[config.mk]
export PLATFORM = sky130hd
export DESIGN_NAME = rau_ctrl
export DESIGN_NICKNAME = d
export VERILOG_FILES = /design/src/hw/rtl/rational_arithmetic_unit_assert.svh /design/src/hw/rtl/rau_pkg.sv /design/src/hw/rtl/rau_ctrl.sv
export SDC_FILE = /design/constraint.sdc
export NUM_CORES = 1
export LEC_CHECK = 0
export BUFFER_PORTS_ARGS = -buffer_cell sky130_fd_sc_hd__buf_2
export CAP_MARGIN = 5
export CORE_UTILIZATION = 30
export CTS_BUF_LIST = sky130_fd_sc_hd__clkbuf_4
export CTS_CLUSTER_DIAMETER = 120
export CTS_CLUSTER_SIZE = 40
export DETAILED_ROUTE_END_ITERATION = 12
export PLACE_DENSITY = 0.57
export SYNTH_ARGS = -nofsm -noshare
export SYNTH_HDL_FRONTEND = slang
export SYNTH_SLANG_ARGS = --single-unit
[constraint.sdc]
create_clock -name clock -period 1.99 [get_ports clock]
set_clock_uncertainty 0.2 [all_clocks]
set_input_delay 0.199 -clock clock [delete_from_list [all_inputs] [get_ports clock]]
set_output_delay 0.199 -clock clock [all_outputs]
set_load 0.005 [all_outputs]
[src/hw/rtl/rational_arithmetic_unit_assert.svh]
// Assertion macros for the rational arithmetic unit.
// Used by the top level only; needs clock and reset in scope.
`ifndef RATIONAL_ARITHMETIC_UNIT_ASSERT_SVH
`define RATIONAL_ARITHMETIC_UNIT_ASSERT_SVH

// Implication checked on every clock edge outside reset.
`define RAU_ASSERT_IMPL(label, lhs, rhs) \
   label: assert property (@(posedge clock) disable iff (reset) (lhs) |-> (rhs)) \
      else $error("assertion failed");

// Next-cycle implication checked on every clock edge outside reset.
`define RAU_ASSERT_NEXT(label, lhs, rhs) \
   label: assert property (@(posedge clock) disable iff (reset) (lhs) |=> (rhs)) \
      else $error("assertion failed");

`endif

[src/hw/rtl/rau_pkg.sv]
// Shared types and constants for the rational arithmetic unit.
// No dependencies.
package rau_pkg;
   localparam int DataWidth = 32;
   localparam int OpWidth   = 3;
   localparam int StWidth   = 2;

   localparam logic [OpWidth-1:0] OP_REDUCE = 3'd0;
   localparam logic [OpWidth-1:0] OP_ADD    = 3'd1;
   localparam logic [OpWidth-1:0] OP_SUB    = 3'd2;
   localparam logic [OpWidth-1:0] OP_MUL    = 3'd3;
   localparam logic [OpWidth-1:0] OP_DIV    = 3'd4;

   localparam logic [StWidth-1:0] ST_OK   = 2'd0;
   localparam logic [StWidth-1:0] ST_WRAP = 2'd1;
   localparam logic [StWidth-1:0] ST_ZERO = 2'd2;

   // datapath commands issued by the controller
   typedef enum logic [3:0] {
      CMD_NONE,
      CMD_LOAD,     // capture operands
      CMD_MUL_ND,   // p = an*bd (or an*bn for multiply)
      CMD_MUL_DD,   // den = ad*bd (or ad*bn for divide)
      CMD_MUL_NB,   // p = bn * ad
      CMD_SUM,      // num = n1 +/- n2
      CMD_MAGS,     // take magnitudes, start gcd
      CMD_GCD,      // one binary gcd step (halve or subtract)
      CMD_DIVINIT,  // set up divider for a part
      CMD_DIVSTEP,  // one restoring division step
      CMD_FINISH    // apply signs, latch result
   } cmd_type;

   typedef struct packed {
      cmd_type    cmd;
      logic       sel_den;  // division of den part when set
   } ctl_type;

   typedef struct packed {
      logic gcd_done;
      logic div_done;
      logic den_diff;
   } sts_type;
endpackage

[src/hw/rtl/rau_ctrl.sv]
// Controller: sequences operand load, products, gcd and the two divisions.
// Depends on rau_pkg.
module rau_ctrl (
   input  logic                        clock,
   input  logic                        reset,
   input  logic                        req_valid,
   output logic                        req_ready,
   output logic                        rsp_valid,
   input  logic                        rsp_ready,
   input  logic [rau_pkg::OpWidth-1:0] op,
   input  rau_pkg::sts_type            sts,
   output rau_pkg::ctl_type            ctl
);
   typedef enum logic [3:0] {
      S_IDLE, S_MUL1, S_MUL2, S_MUL3, S_SUM, S_MAGS, S_GCD,
      S_DINIT_N, S_DIV_N, S_DINIT_D, S_DIV_D, S_FIN, S_OUT
   } state_type;

   state_type state_ff, state_in;
   logic [rau_pkg::OpWidth-1:0] op_ff;
   logic rsp_valid_ff;

   assign req_ready = (state_ff == S_IDLE);
   assign rsp_valid = rsp_valid_ff;

   always_comb begin
      ctl.cmd     = rau_pkg::CMD_NONE;
      ctl.sel_den = 1'b0;
      state_in    = state_ff;
      case (state_ff)
         S_IDLE: if (req_valid) begin
            ctl.cmd = rau_pkg::CMD_LOAD;
            if (op == rau_pkg::OP_ADD || op == rau_pkg::OP_SUB ||
                op == rau_pkg::OP_MUL || op == rau_pkg::OP_DIV)
               state_in = S_MUL1;
            else
               state_in = S_MAGS;
         end
         S_MUL1: begin
            if ((op_ff == rau_pkg::OP_ADD || op_ff == rau_pkg::OP_SUB) && !sts.den_diff)
               state_in = S_SUM;
            else if (op_ff == rau_pkg::OP_DIV) begin
               // divide: num = an*bd via same select as add path
               ctl.cmd  = rau_pkg::CMD_MUL_ND;
               state_in = S_MUL2;
            end else begin
               ctl.cmd  = rau_pkg::CMD_MUL_ND;
               state_in = S_MUL2;
            end
         end
         S_MUL2: begin
            ctl.cmd  = rau_pkg::CMD_MUL_DD;
            state_in = (op_ff == rau_pkg::OP_ADD || op_ff == rau_pkg::OP_SUB)
                       ? S_MUL3 : S_MAGS;
         end
         S_MUL3: begin
            ctl.cmd  = rau_pkg::CMD_MUL_NB;
            state_in = S_SUM;
         end
         S_SUM: begin
            ctl.cmd  = rau_pkg::CMD_SUM;
            state_in = S_MAGS;
         end
         S_MAGS: begin
            ctl.cmd  = rau_pkg::CMD_MAGS;
            state_in = S_GCD;
         end
         S_GCD: begin
            if (sts.gcd_done) state_in = S_DINIT_N;
            else ctl.cmd = rau_pkg::CMD_GCD;
         end
         S_DINIT_N: begin
            ctl.cmd  = rau_pkg::CMD_DIVINIT;
            state_in = S_DIV_N;
         end
         S_DIV_N: begin
            if (sts.div_done) state_in = S_DINIT_D;
            else ctl.cmd = rau_pkg::CMD_DIVSTEP;
         end
         S_DINIT_D: begin
            ctl.cmd     = rau_pkg::CMD_DIVINIT;
            ctl.sel_den = 1'b1;
            state_in    = S_DIV_D;
         end
         S_DIV_D: begin
            ctl.sel_den = 1'b1;
            if (sts.div_done) state_in = S_FIN;
            else ctl.cmd = rau_pkg::CMD_DIVSTEP;
         end
         S_FIN: begin
            ctl.cmd  = rau_pkg::CMD_FINISH;
            state_in = S_OUT;
         end
         S_OUT: if (rsp_ready) state_in = S_IDLE;
         default: state_in = S_IDLE;
      endcase
   end

   always_ff @(posedge clock) begin
      if (reset) begin
         state_ff     <= S_IDLE;
         rsp_valid_ff <= 1'b0;
         op_ff        <= rau_pkg::OP_REDUCE;
      end else begin
         state_ff <= state_in;
         if (state_ff == S_IDLE && req_valid) op_ff <= op;
         if (state_ff == S_FIN) rsp_valid_ff <= 1'b1;
         else if (state_ff == S_OUT && rsp_ready) rsp_valid_ff <= 1'b0;
      end
   end
endmodule

==> results.cfg <==
[floorplanning]
die_area_um2 = 2200
die_w_um = 46.9
die_h_um = 46.9
start_util_pct = 33.5
coreArea_um2 = 1800
row_count = 15
num_io_pins = 17

[setup_path]
cpPeakStageDelay_ns = 0.35
cp_top_family = compound AO/OA/AOI/OAI gates
required_ns = 1.59
crit_start = state_ff[2]
cp.depth = 5
worstPathArrival_ns = 1.45
critical_path_class = reg2out
critPathCapture = ctl[2]
reg2reg_to = state_ff[2]
slowest_stage = dfxtp_1
critPathCaptureType = output port
worstPathMaxFanout = 7
start_kind = flip-flop
r2r_cells = 4
r2r-start = state_ff[3]
crit_chain = buf_4 > o41ai_2 > o21a_1 > o22ai_1 > buf_2
cp.buffers_inverters = 2
rrSetupSlack_ns = 0.29

[global_route]
antenna_found_initial = 0
grt.overflow.total = 0
grt_pass1_wl_mm = 2.35
grt_pass1_vias = 526
grt_max_degree = 12
grt_usage_pct = 15.2

[cells_and_area]
drive_gt1_share_pct = 32.7
fin_util_pct = 43.0
final_area_um2 = 774
nFillCells = 204
fin_cells = 123
final_common_cell = buf_2
mostFrequentLayoutCells = buf_2, a21oi_1, nand2_1, dfxtp_1, buf_4
fin_nets = 110
synthToLayoutAreaGrowth_pct = 28.2
n_antenna_cell = 0

[timing]
rsz0062_at_grt = no
tns_ns = 0
worstMarginPinSlew_ns = 0.333
min_period_ns = 1.85
fin_ws_ns = 0.139
relSlewSlack_pct = 77.7
setup_viol = 0
final.period_utilization_pct = 93.0
max_freq_mhz = 540
final_hold_viol_count = 0
hold_slack_ns = 0.00367
finalMaxSlewViolations = 0

[power_and_ir_drop]
peakVddDrop_v = 0.000521
total_power_mw = 0.921
p_per_area_nw_per_um2 = 1190
leakagePower_nw = 0.313

[detailed_routing]
ant_nets = 0
dr.pass1.iters = 4
via_count = 651
vias_per_cell = 5.29
wl_per_cell_um = 11.6
drc = 0
routed_wl_mm = 1.43
drt_iter0_markers = 8

[clocking]
cts_tree = done
clk_latency_ns = 0.26
ctsHoldBuffers = 0
ctsResizeCount = 0
cts_buffers = 3
clockRootBuffer = clkbuf_4
clkSinkCount = 8
postCtsSetupBuffers = 0
cts.reportedPaths.clkPinSlew_ns = 0.06
clock_path_buffers = 2
cts_max_level = 1

[placement]
place_congestion = 0.762
dpl-instance-area_um2 = 727
dp_hpwl_mm = 1.09
dp_cells = 120
io_buffer_count = 16
dp_slack_ns = 0.287

[synthesis]
synth.avg_cell_area_um2 = 7.55
yosys_register_bits = 8
async_flop_share_pct = 0
synth_edf_count = 0
yosysTopAreaCellShare_pct = 26.5
seq_area_frac_synth_pct = 26.5
yosysWarnings = 0
yosys-top-cells-area = dfxtp_1, a21oi_1, nand2_1, nand3_1, nor3_1
yosysTopAreaCell = dfxtp_1
synth_cells = 80
dominantRegCellSynth = dfxtp_1
syn-num-nets = 90
synthDistinctLibCells = 37
syn-cell-area_um2 = 604

[job]
maxCapViolations = 0

[outcome]
status = complete, no violations

[hold_path]
hold_class = in2reg
-- cell usage after synthesis (2+ instances only) --
master    count
a21oi_1       9
dfxtp_1       8
nand2_1       7
nand3_1       4
nor3_1        4
o21ai_0       4
buf_2         3
clkbuf_1      3
a211oi_1      2
a311oi_1      2
a31oi_1       2
nand2b_1      2
nor2_1        2
nor3b_1       2
o22ai_1       2
or3_1         2
xnor2_1       2
-- power breakdown --
group / internal (mW) / switching [mW]
Clock: 0.0692 / 0.0583
Combinational: 0.265 / 0.269
Sequential: 0.201 / 0.0592
-- worst min path at each step --
stage,endpoint,slack (ns),from,depth (start not counted)
2_1_floorplan,op_ff[0],0.07,reset,1
3_3_place_gp,op_ff[0],0.26,op_ff[0],2
3_5_place_dp,op_ff[0],0.26,op_ff[0],2
4_1_cts,op_ff[2],0.001,reset,2
5_1_grt,op_ff[1],0.003,reset,2
6_report,state_ff[3],0.004,reset,2
-- worst reg2reg max path, stage by stage, from the launching register on --
cell and delay (ns):
dfxtp_1 0.39, or4b_4 0.57, nor3_2 0.11, a21oi_1 0.06
a311oi_1 0.27
-- cell type report --
class / count / area, um2 / share of cell area (%)
Clock buffer: 3 / 22.5 / 2.91
Inverter: 1 / 3.75 / 0.485
Multi-Input combinational cell: 63 / 423 / 54.6
Sequential cell: 8 / 161 / 20.8
Tap cell: 25 / 31.3 / 4.04
Timing Repair Buffer: 23 / 133 / 17.1
-- cell families (layout without fill, tap and decap cells) --
kind of cell / after synthesis / count (layout) / share of synthesized area (%)
simple gates: 33 / 33 / 33.7
compound gates: 28 / 28 / 29.4
buf+inv: 9 / 27 / 7.45
flops: 8 / 8 / 26.5
xor+xnor: 2 / 2 / 2.90
-- per-layer routing --
metal / global-route usage [%] / vias up / part of all wire [%]
li1: - / 339 / -
met3: 5.77 / 3 / 6.0
met4: 3.43 / 0 / 1.2
met2: 22.5 / 19 / 46
met1: 21.0 / 290 / 47
met5: 0 / - / 0
-- registers in the layout (all words and copies together) (netlist names) --
| register | cells |
|---|---|
| state_ff | 4 |
| op_ff | 3 |
| rsp_valid | 1 |
No activity file was read; power rests on OpenSTA's default activity.
