### config.mk
export PLATFORM = sky130hd
export DESIGN_NAME = rau_datapath
export DESIGN_NICKNAME = d
export VERILOG_FILES = /design/src/hw/rtl/rational_arithmetic_unit_assert.svh /design/src/hw/rtl/rau_pkg.sv /design/src/hw/rtl/rau_datapath.sv
export SDC_FILE = /design/constraint.sdc
export NUM_CORES = 2
export LEC_CHECK = 0
export ABC_AREA = 1
export ABC_CLOCK_PERIOD_IN_PS = 20000
export BUFFER_PORTS_ARGS = -buffer_cell sky130_fd_sc_hd__buf_2
export CORE_MARGIN = 2
export CORE_UTILIZATION = 35
export DETAILED_ROUTE_END_ITERATION = 7
export PLACE_DENSITY = 0.56
export SYNTH_ARGS = -nofsm -noshare
export SYNTH_HDL_FRONTEND = slang
export SYNTH_SLANG_ARGS = --single-unit
### constraint.sdc
create_clock -name clock -period 20 [get_ports clock]
set_clock_uncertainty 0.05 [all_clocks]
set_input_delay 4 -clock clock [delete_from_list [all_inputs] [get_ports clock]]
set_output_delay 4 -clock clock [all_outputs]
set_load 0.05 [all_outputs]
### src/hw/rtl/rational_arithmetic_unit_assert.svh
// Assertion macros for the rational arithmetic unit.
// Used by the top level only; needs clock and reset in scope.
`ifndef RATIONAL_ARITHMETIC_UNIT_ASSERT_SVH
`define RATIONAL_ARITHMETIC_UNIT_ASSERT_SVH

// Implication checked on every clock edge outside reset.
`define RAU_ASSERT_IMPL(label, lhs, rhs) \
   label: assert property (@(posedge clock) disable iff (reset) (lhs) |-> (rhs)) \
      else $error("assertion failed");

// Next-cycle implication checked on every clock edge outside reset.
`define RAU_ASSERT_NEXT(label, lhs, rhs) \
   label: assert property (@(posedge clock) disable iff (reset) (lhs) |=> (rhs)) \
      else $error("assertion failed");

`endif

### src/hw/rtl/rau_pkg.sv
// Shared types and constants for the rational arithmetic unit.
// No dependencies.
package rau_pkg;
   localparam int DataWidth = 32;
   localparam int OpWidth   = 3;
   localparam int StWidth   = 2;

   localparam logic [OpWidth-1:0] OP_REDUCE = 3'd0;
   localparam logic [OpWidth-1:0] OP_ADD    = 3'd1;
   localparam logic [OpWidth-1:0] OP_SUB    = 3'd2;
   localparam logic [OpWidth-1:0] OP_MUL    = 3'd3;
   localparam logic [OpWidth-1:0] OP_DIV    = 3'd4;

   localparam logic [StWidth-1:0] ST_OK   = 2'd0;
   localparam logic [StWidth-1:0] ST_WRAP = 2'd1;
   localparam logic [StWidth-1:0] ST_ZERO = 2'd2;

   // datapath commands issued by the controller
   typedef enum logic [3:0] {
      CMD_NONE,
      CMD_LOAD,     // capture operands
      CMD_MUL_ND,   // p = an*bd (or an*bn for multiply)
      CMD_MUL_DD,   // den = ad*bd (or ad*bn for divide)
      CMD_MUL_NB,   // p = bn * ad
      CMD_SUM,      // num = n1 +/- n2
      CMD_MAGS,     // take magnitudes, start gcd
      CMD_GCD,      // one binary gcd step (halve or subtract)
      CMD_DIVINIT,  // set up divider for a part
      CMD_DIVSTEP,  // one restoring division step
      CMD_FINISH    // apply signs, latch result
   } cmd_type;

   typedef struct packed {
      cmd_type    cmd;
      logic       sel_den;  // division of den part when set
   } ctl_type;

   typedef struct packed {
      logic gcd_done;
      logic div_done;
      logic den_diff;
   } sts_type;
endpackage

### src/hw/rtl/rau_datapath.sv
// Datapath: operand registers, shared multiplier, gcd and divider.
// Depends on rau_pkg.
module rau_datapath #(
   parameter int DATA_WIDTH = rau_pkg::DataWidth
) (
   input  logic                        clock,
   input  logic [rau_pkg::OpWidth-1:0] op,
   input  logic [DATA_WIDTH-1:0]       a_num,
   input  logic [DATA_WIDTH-1:0]       a_den,
   input  logic [DATA_WIDTH-1:0]       b_num,
   input  logic [DATA_WIDTH-1:0]       b_den,
   input  rau_pkg::ctl_type            ctl,
   output rau_pkg::sts_type            sts,
   output logic [DATA_WIDTH-1:0]       res_num,
   output logic [DATA_WIDTH-1:0]       res_den,
   output logic [rau_pkg::StWidth-1:0] res_status
);
   localparam int W  = DATA_WIDTH;
   localparam int CW = $clog2(W + 1);

   logic [rau_pkg::OpWidth-1:0] op_ff;
   logic [W-1:0] an_ff, ad_ff, bn_ff, bd_ff;
   logic [W-1:0] n1_ff, n2_ff, num_ff, den_ff;
   logic         wrap_ff;
   logic [W-1:0] gp_ff, gq_ff, mn_ff, md_ff;
   logic [CW-1:0] shift_ff;
   logic [W-1:0] quo_ff, rem_ff, dvd_ff;
   logic [CW-1:0] cnt_ff;
   logic [W-1:0] qn_ff;

   // multiplier operand select
   logic [W-1:0] mx, my;
   always_comb begin
      mx = an_ff;
      my = bd_ff;
      case (ctl.cmd)
         rau_pkg::CMD_MUL_ND: begin
            mx = an_ff;
            my = (op_ff == rau_pkg::OP_MUL) ? bn_ff : bd_ff;
         end
         rau_pkg::CMD_MUL_DD: begin
            mx = ad_ff;
            my = (op_ff == rau_pkg::OP_DIV) ? bn_ff : bd_ff;
         end
         rau_pkg::CMD_MUL_NB: begin
            mx = bn_ff;
            my = ad_ff;
         end
         default: ;
      endcase
   end

   logic [W-1:0] mag_x, mag_y, prod_mag_lo;
   logic [2*W-1:0] prod_mag;
   logic [W-1:0] prod;
   logic         prod_neg, prod_wrap;
   assign mag_x    = mx[W-1] ? (~mx + 1'b1) : mx;
   assign mag_y    = my[W-1] ? (~my + 1'b1) : my;
   assign prod_neg = mx[W-1] ^ my[W-1];
   assign prod_mag = {{W{1'b0}}, mag_x} * {{W{1'b0}}, mag_y};
   assign prod_mag_lo = prod_mag[W-1:0];
   assign prod     = prod_neg ? (~prod_mag_lo + 1'b1) : prod_mag_lo;
   // wrap when magnitude exceeds 2^(W-1) (neg) or 2^(W-1)-1 (pos)
   always_comb begin
      if (prod_mag[2*W-1:W] != '0) prod_wrap = 1'b1;
      else if (prod_neg) prod_wrap = prod_mag[W-1] && (prod_mag[W-2:0] != '0);
      else prod_wrap = prod_mag[W-1];
   end

   logic [W-1:0] n1_sel, n2_sel, sum;
   logic         sum_wrap, is_sub;
   assign is_sub = (op_ff == rau_pkg::OP_SUB);
   assign n1_sel = sts.den_diff ? n1_ff : an_ff;
   assign n2_sel = sts.den_diff ? n2_ff : bn_ff;
   assign sum    = is_sub ? (n1_sel - n2_sel) : (n1_sel + n2_sel);
   assign sum_wrap = ((n1_sel[W-1] ^ n2_sel[W-1]) == is_sub) &&
                     (sum[W-1] != n1_sel[W-1]);

   assign sts.den_diff = (ad_ff != bd_ff);
   assign sts.gcd_done = (gq_ff == '0);
   assign sts.div_done = (cnt_ff == '0);

   // binary gcd helpers
   logic [W-1:0] diff;
   logic         p_ev, q_ev;
   assign p_ev = ~gp_ff[0];
   assign q_ev = ~gq_ff[0];
   assign diff = (gp_ff > gq_ff) ? (gp_ff - gq_ff) : (gq_ff - gp_ff);

   logic [W-1:0] gcd_val, dsor;
   assign gcd_val = gp_ff << shift_ff;
   assign dsor = gcd_val;

   logic [W:0] trial;
   logic [W-1:0] rem_sh;
   assign rem_sh = {rem_ff[W-2:0], dvd_ff[W-1]};
   assign trial  = {rem_ff[W-1], rem_sh} - {1'b0, dsor};

   logic [W-1:0] mn_c, md_c;
   assign mn_c = num_ff[W-1] ? (~num_ff + 1'b1) : num_ff;
   assign md_c = den_ff[W-1] ? (~den_ff + 1'b1) : den_ff;

   always_ff @(posedge clock) begin
      case (ctl.cmd)
         rau_pkg::CMD_LOAD: begin
            op_ff   <= op;
            an_ff   <= a_num;
            ad_ff   <= a_den;
            bn_ff   <= b_num;
            bd_ff   <= b_den;
            wrap_ff <= 1'b0;
            num_ff  <= a_num;
            den_ff  <= a_den;
         end
         rau_pkg::CMD_MUL_ND: begin
            n1_ff   <= prod;
            num_ff  <= prod;
            wrap_ff <= wrap_ff | prod_wrap;
         end
         rau_pkg::CMD_MUL_DD: begin
            den_ff  <= prod;
            wrap_ff <= wrap_ff | prod_wrap;
         end
         rau_pkg::CMD_MUL_NB: begin
            n2_ff   <= prod;
            wrap_ff <= wrap_ff | prod_wrap;
         end
         rau_pkg::CMD_SUM: begin
            num_ff  <= sum;
            if (!sts.den_diff) den_ff <= ad_ff;
            wrap_ff <= wrap_ff | sum_wrap;
         end
         rau_pkg::CMD_MAGS: begin
            mn_ff    <= mn_c;
            md_ff    <= md_c;
            shift_ff <= '0;
            // gcd(x,0)=x: keep q as the zero-test operand
            if (mn_c == '0) begin
               gp_ff <= md_c;
               gq_ff <= '0;
            end else if (md_c == '0) begin
               gp_ff <= mn_c;
               gq_ff <= '0;
            end else begin
               gp_ff <= mn_c;
               gq_ff <= md_c;
            end
         end
         rau_pkg::CMD_GCD: begin
            if (p_ev && q_ev) begin
               gp_ff    <= gp_ff >> 1;
               gq_ff    <= gq_ff >> 1;
               shift_ff <= shift_ff + 1'b1;
            end else if (p_ev) begin
               gp_ff <= gp_ff >> 1;
            end else if (q_ev) begin
               gq_ff <= gq_ff >> 1;
            end else begin
               gp_ff <= (gp_ff < gq_ff) ? gp_ff : gq_ff;
               gq_ff <= diff;
            end
         end
         rau_pkg::CMD_DIVINIT: begin
            dvd_ff <= ctl.sel_den ? md_ff : mn_ff;
            rem_ff <= '0;
            quo_ff <= '0;
            cnt_ff <= CW'(W);
         end
         rau_pkg::CMD_DIVSTEP: begin
            dvd_ff <= {dvd_ff[W-2:0], 1'b0};
            cnt_ff <= cnt_ff - 1'b1;
            if (!trial[W]) begin
               rem_ff <= trial[W-1:0];
               quo_ff <= {quo_ff[W-2:0], 1'b1};
            end else begin
               rem_ff <= rem_sh;
               quo_ff <= {quo_ff[W-2:0], 1'b0};
            end
            if (cnt_ff == CW'(1) && !ctl.sel_den)
               qn_ff <= trial[W] ? {quo_ff[W-2:0], 1'b0} : {quo_ff[W-2:0], 1'b1};
         end
         rau_pkg::CMD_FINISH: begin
            if (gcd_val == '0) begin
               res_num    <= '0;
               res_den    <= '0;
               res_status <= rau_pkg::ST_ZERO;
            end else begin
               res_num    <= num_ff[W-1] ? (~qn_ff + 1'b1) : qn_ff;
               res_den    <= den_ff[W-1] ? (~quo_ff + 1'b1) : quo_ff;
               res_status <= wrap_ff ? rau_pkg::ST_WRAP : rau_pkg::ST_OK;
            end
         end
         default: ;
      endcase
   end
endmodule

==> results.yml <==
final_layout:
  fin_util_pct: 38.3
  syn_to_final_growth_pct: 8.76
  nets: 10700
  drive_gt1_share_pct: 6.49
timing:
  rsz0062_at_grt: "false"
  worst_slew_margin_rel_pct: 19.2
  hold_viol: 0
  setup-violations-final: 0
  slew_violations: 0
  worstMarginPinSlew_ns: 1.21
  fin_setup_tns_ns: 0
  fmax_mhz: 59.7
  min_period_ns: 16.74
  finalCritPeriodShare_pct: 83.7
global_route:
  grt_usage_pct: 26.3
  grt_max_degree: 76
  grt_overflow_total: 0
  antenna_found_initial: 11
  first_global_vias: 64200
  grt_pass1_wl_um: 423000
drt:
  wire_per_inst_um: 23.7
  antenna_left: 0
  drtIter0Drc: 6454
  vias: 64900
  viasPerCell: 5.36
  drc: 0
  drt-total-wl_um: 287000
  first_pass_iters: 6
critical_path:
  setup.worst_path.end_class: "register"
  cp.required_ns: 20.46
  r2r_slack_ns: 7.25
  cp_slowest_cell: "nand2_1"
  cpMostUsedCell: "fa_1"
  cp-start-kind: "primary input"
  arrival_ns: 17.20
  worstPathMaxFanout: 29
  max_stage_delay_ns: 1.26
  crit_type: "primary input to register"
synth:
  yosys_register_bits: 594
  synth_async_sr_flop_share_pct: 0
  synth_ff_type: "edfxtp_1"
  synth_cell_types: 68
  synth_area_um2: 73700
  synth.avg_cell_area_um2: 8.01
  syn_inst: 9196
  postSynthNetCount: 10600
  seq_area_frac_synth_pct: 24.2
  synth_edf_count: 594
  yosys_warnings: 0
clock_network:
  numCtsBuffers: 72
  postCtsSetupBuffers: 0
  cts_tree: "done"
  cts.sinks: 594
  cts_root_buf: "clkbuf_16"
  post_cts_resized: 0
  clk_path_buf_depth: 3
  worstSkewPairLatency_ns: 0.68
  cts_htree_levels: 3
  cts_hold_buf: 0
  path_clk_slew_ns: 0.06
floorplan:
  core_um2: 209000
  die_area_um2: 214000
  rows: 168
  num_io_pins: 206
  die_w_um: 463
  start_util_pct: 35.2
  die_h_um: 463
placed_design:
  place_hpwl_um: 230000
  io_buffers: 205
  place_congestion: 0.973
outcome:
  status: "completed"
job:
  cap_violations: 0
min_path:
  hp-class: "register to register"
path summary, 6_finish.rpt:
check / start / end / cells after the start
setup reg to reg: op_ff[0] / den_ff[30] / 39
setup / recovery: ctl[1] / den_ff[30] / 43
hold / removal: quo_ff[1] / qn_ff[2] / 0
hold reg to reg: quo_ff[1] / qn_ff[2] / 0
worst max-delay path, delay by kind of cell:
family	cells	cell delay, ns
AOI/OAI and AO/OA	8	2.05
xor gates and xnor gates	1	0.68
adders and majority gates	9	4.50
buffers and inverters	11	1.75
and+or+nand+nor	14	4.19
cells in the final DEF, fill, tap and decap left out, types with 23 or more instances in the layout:
cell	netlist	routed
buf_2	78	205
inv_2	26	25
nand2_1	1845	1840
clkbuf_16	0	74
fa_1	900	900
nor2_1	1198	1187
ha_1	403	403
o21ai_0	445	442
nor3_1	92	91
xnor2_1	84	82
a21oi_1	402	401
clkinv_1	18	33
o21bai_1	24	24
o211ai_1	56	56
nor2_2	17	23
or2_2	47	47
mux2i_1	23	23
a31oi_1	57	57
nor4_1	25	25
xor2_1	172	171
o22ai_1	23	23
nand3b_1	25	25
nand3_1	500	498
buf_4	12	111
edfxtp_1	594	594
nand4_1	72	72
inv_1	1591	1591
cell usage after synthesis, drive strengths merged, types with 14 or more instances:
cell type	n	area, um2
nand3b	26	199
o21a	22	165
a31oi	57	357
a21oi	412	2110
clkinv	18	67.6
inv	1617	6070
xnor2	84	736
nor3	94	493
clkbuf	234	878
nor2	1218	4650
buf	121	687
o21bai	24	180
nor4	25	156
o211ai	56	420
xor2	173	1530
ha	403	5040
nand2	1868	7100
nand3	506	2560
a21o	14	105
nand4	73	463
mux2i	23	230
o221ai	15	138
or2	48	300
fa	900	18000
o21ai	460	2320
edfxtp	594	17800
o22ai	24	156
layer usage:
metal  routed length, um  vias to the layer above  global-route usage [%]  share of wire, %
met5                  34                        -                       0             0.012
met4               13300                        6                    10.3               4.6
met3               25100                      531                    4.99               8.8
met2              128000                     3144                    41.5                45
met1              120000                    32100                    35.6                42
li1                    -                    29100                       -                 -
cell families (layout without fill, tap and decap cells):
kind of cell	Yosys count	in the layout	synth area share [%]
AND/OR/NAND/NOR	3869	3869	21.7
buffers and inverters	1990	2083	10.5
adder cells (fa/ha/maj)	1303	1303	31.3
AO/OA/AOI/OAI	1159	1159	8.93
flip-flops	594	594	24.2
XOR/XNOR	257	257	3.08
multiplexers	24	24	0.328
other	0	19	0
per-stage QoR:
step	hold WS [ns]	instance area (um2)	setup slack, ns	cells
after floorplan	0.376	73700	6.90	9196
after global placement	0.391	77700	3.02	12000
after detailed placement	0.390	77700	3.08	12000
after CTS	0.406	80100	3.70	12100
after global routing	0.421	80100	3.09	12100
final	0.400	80100	3.26	12100
layout make-up:
cell class	instances	area (um2)
fill	21800	129000
multi-input combinational	6612	48300
sequential	594	17800
inverter	1635	6140
tap	2805	3510
clock buffer	80	1870
timing repair buffer	316	1860
clock inverter	52	571
antenna	19	47.5
Power is not shown: default switching activity piles up to over one toggle a cycle in this logic, so the estimate is an artifact.
